**src/sv/ipsh_ram.sv**
```systemverilog
`timescale 1ns / 1ps
// ----------------------------------------------------------------------------
// ipsh_ram: simple dual-port synchronous RAM
// One write port, one read port, read data registered.
// ----------------------------------------------------------------------------
module ipsh_ram #(
    parameter int WIDTH = 8,
    parameter int DEPTH = 16,
    parameter int AW    = $clog2(DEPTH)
) (
    input  logic             clk,
    input  logic             we,
    input  logic [AW-1:0]    waddr,
    input  logic [WIDTH-1:0] wdata,
    input  logic [AW-1:0]    raddr,
    output logic [WIDTH-1:0] rdata
);

    logic [WIDTH-1:0] mem [DEPTH];

    // Write port
    always_ff @(posedge clk)
    begin
        if (we)
            mem[waddr] <= wdata;
    end

    // Registered read port
    always_ff @(posedge clk)
    begin
        rdata <= mem[raddr];
    end

endmodule

```
**config.mk**
```make
export PLATFORM = sky130hd
export DESIGN_NAME = ipsh_ram
export DESIGN_NICKNAME = d
export VERILOG_FILES = /design/src/sv/ipsh_ram.sv
export SDC_FILE = /design/constraint.sdc
export NUM_CORES = 1
export LEC_CHECK = 0
export BUFFER_PORTS_ARGS = -buffer_cell sky130_fd_sc_hd__buf_2
export CAP_MARGIN = 20
export CORE_MARGIN = 3
export CORE_UTILIZATION = 40
export DETAILED_ROUTE_END_ITERATION = 8
export MAX_ROUTING_LAYER = met4
export PLACE_DENSITY = 0.58
export SLEW_MARGIN = 0
export SYNTH_ARGS = -nofsm -noshare
export SYNTH_HDL_FRONTEND = slang
export SYNTH_SLANG_ARGS = --single-unit
```
**constraint.sdc**
```tcl
create_clock -name clk -period 4.2 [get_ports clk]
set_input_delay 0.42 -clock clk [delete_from_list [all_inputs] [get_ports clk]]
set_output_delay 0.42 -clock clk [all_outputs]
set_load 0.05 [all_outputs]
```
==> qor.txt <==
f_max -> 591 MHz
worst slew pin tran -> 0.969 ns
Inst Count DP -> 416
critical path cell sequence -> buf_2, buf_12, mux4_1, a22oi_1, nand2_1
largest net degree at the start of global routing -> 33
Critical Path Sink Type -> flip-flop
DRT iter0 DRCs -> 137
routed length on met1 -> 4630 µm
drt drc -> 0
Post-CTS Resized -> 0
total CTS buffers -> 17
minimum clock period -> 1.69 ns
Skew-Pair Late Insertion Delay -> 0.41 ns
PwrDens -> 523 nW/µm²
Synth Area in Compound Gates -> 0.0233
Mapped Area -> 5150 µm²
worst-path fanout max -> 25
Max Used Layer -> met4
register area share after synthesis -> 0.778
Distinct cells, synth -> 19
Max Slew Vio Count -> 0
Hold Fails Final Rpt -> 0
non-filler instance count after layout -> 449
Adder-Cell Fraction of Synth Area -> 0
drt wl/cell -> 22.6 µm
Psw -> 655 µW
Cell Int Power -> 2.50 mW
RSZ-0062 raised after global routing -> false
final worst path period share -> 0.403
die width -> 119 µm
register bit count reported by yosys -> 136
share of layout cells above drive strength 1 -> 0.282
met3 wire length -> 500 µm
WP data arrival -> 1.99 ns
initial antenna violation count -> 1
Post-synth ARST share -> 0
Comb pwr share -> 0.052
cell with the most instances after synthesis -> edfxtp_1
Post-CTS Setup Inserts -> 0
status -> finished clean
vias per std cell -> 5.19
RePlAce Congestion -> 0.700
Final ANT Viol Nets -> 0
largest family of logic cells by synthesized area -> multiplexers
switch share -> 0.208
syn_nets -> 247
buffers added on ports -> 25
synth-to-layout area growth -> 17.2%
CP required -> 4.50 ns
area leader, netlist -> edfxtp_1
mux cell area share after synthesis -> 0.150
setup TNS -> 0 ns
die area -> 14,300 µm²
number of enable flip-flop cells after synthesis -> 128
clock share of power -> 0.463
type of origin of the critical path -> input pin
DR vias -> 2,331
maxcap violations -> 0
Pre-antenna DRT Iters -> 4
Mapped Cells -> 229
nets@finish -> 286
die span in y -> 119 µm
I/O pin total -> 26
clock tree sinks -> 136
Primary FF master, synth -> edfxtp_1
Commonest cells post-synth -> 128 x edfxtp_1, 18 x mux4_2, 16 x a22oi_1, 14 x mux4_1, 13 x nor2_1
Clock transition at path regs -> 0.06 ns
simple-gate portion of the synthesized area -> 0.0318
vias in the first global route -> 2,521
WL met2 -> 4900 µm
first-pass GRT wire length -> 15,600 µm
GRT Residual Overflow -> 0
post-synth top area share -> 0.747
hold_buf cts -> 0
crit path max-delay cell type -> mux4_1
sequential share of power -> 0.484
root buf cell -> clkbuf_16
Critical Setup Path Class -> input pin to flip-flop
max-slew headroom at the worst pin -> 0.351
Worst IR Drop VDD -> 0.415 mV
WL final -> 10,100 µm
XOR/XNOR Fraction of Synth Area -> 0
max incr delay on CP -> 0.62 ns
clk_skew -> 0.00680 ns
htree depth -> 4
Row Count -> 40
WP buf/inv -> 2
dpl hpwl -> 6280 µm
# setup viols final -> 0
Syn Area/Cell -> 22.5 µm²
Max clock buf depth -> 2
aggregate global-route resource usage -> 0.160
TritonCTS clock tree -> yes
delay-heaviest family, CP -> multiplexers
worst hold path class -> input pin to flip-flop
Syn. warnings -> 0
Initial Util -> 0.418
Placeable Area -> 12,300 µm²
Filler cells -> 1,031
leakage power -> 2.01 nW
synth top area cells -> edfxtp_1 75%, mux4_2 7.9%, mux4_1 7.1%
-- area by class of cell --
| type | count | area (µm²) | share of cell area |
|---|---|---|---|
| Antenna cell | 1 | 2.50 | 0.000415 |
| Multi-Input combinational cell | 83 | 1060 | 0.175 |
| Sequential cell | 136 | 4000 | 0.664 |
| Tap cell | 168 | 210 | 0.0349 |
| Clock inverter | 13 | 155 | 0.0257 |
| Timing Repair Buffer | 30 | 173 | 0.0286 |
| Clock buffer | 18 | 429 | 0.0712 |
-- flip-flops by register name (all words and copies together), names as in the netlist --
register and cells:
rdata 8, mem 128
-- worst reg2reg max path, cell delays in order (launching register included) --
cell and delay, ns:
edfxtp_1 0.38, mux4_1 0.55, a22oi_1 0.29, nand2_1 0.08
-- cell usage in the layout, fill, tap and decap left out --
master      instances
edfxtp_1          128
buf_2              26
mux4_2             18
clkbuf_16          17
a22oi_1            16
mux4_1             14
nor2_1             13
nand2_1             9
dfxtp_1             8
clkinv_2            5
nor3_1              4
bufinv_16           3
clkinvlp_4          3
buf_4               3
nand3b_1            2
nand2b_1            2
diode_2             1
nor2b_1             1
and2_1              1
and2b_1             1
nand3_1             1
or3b_2              1
clkbuf_1            1
clkinv_4            1
inv_6               1
buf_12              1
-- stage by stage --
stage	utilization	worst slack, ns	total power [mW]	area, µm²	hold slack [ns]
floorplan	-	2.29	1.66	5150	0.519
global placement	0.440	1.72	1.72	5420	0.653
detailed placement	0.441	1.68	1.72	5420	0.653
CTS	0.488	2.12	3.18	6010	0.379
global route	0.490	2.44	3.26	6030	0.388
finish	0.490	2.51	3.15	6030	0.397
-- routing by layer --
layer | vias to the layer above | global-route usage
met5 | - | -
met4 | 0 | 0.0465
met3 | 8 | 0.0589
met2 | 56 | 0.238
met1 | 1217 | 0.210
li1 | 1050 | -
-- cell families (layout without fill, tap and decap cells) --
kind of cell           count (synthesis)  in the layout
other                                  0              1
DFF                                  136            136
AOI/OAI and AO/OA                     16             16
and+or+nand+nor                       35             35
muxes                                 32             32
buffers and inverters                 10             61
-- power groups by stage --
stage	registers (mW)	logic [mW]	clock network, mW
2_1_floorplan	1.58	0.0770	0
3_3_place_gp	1.56	0.163	0
6_report	1.53	0.166	1.46
4_1_cts	1.53	0.167	1.48
5_1_grt	1.53	0.179	1.55
3_5_place_dp	1.56	0.166	0
-- final timing paths --
path	slack, ns	cells past startpoint	from	endpoint
max	2.51	5	raddr[0]	rdata[3]
min	0.40	1	wdata[2]	mem[14][2]
max reg2reg	2.79	3	mem[1][3]	rdata[3]
min reg2reg	0.66	3	mem[14][7]	rdata[7]
No activity file was read; power rests on OpenSTA's default activity.
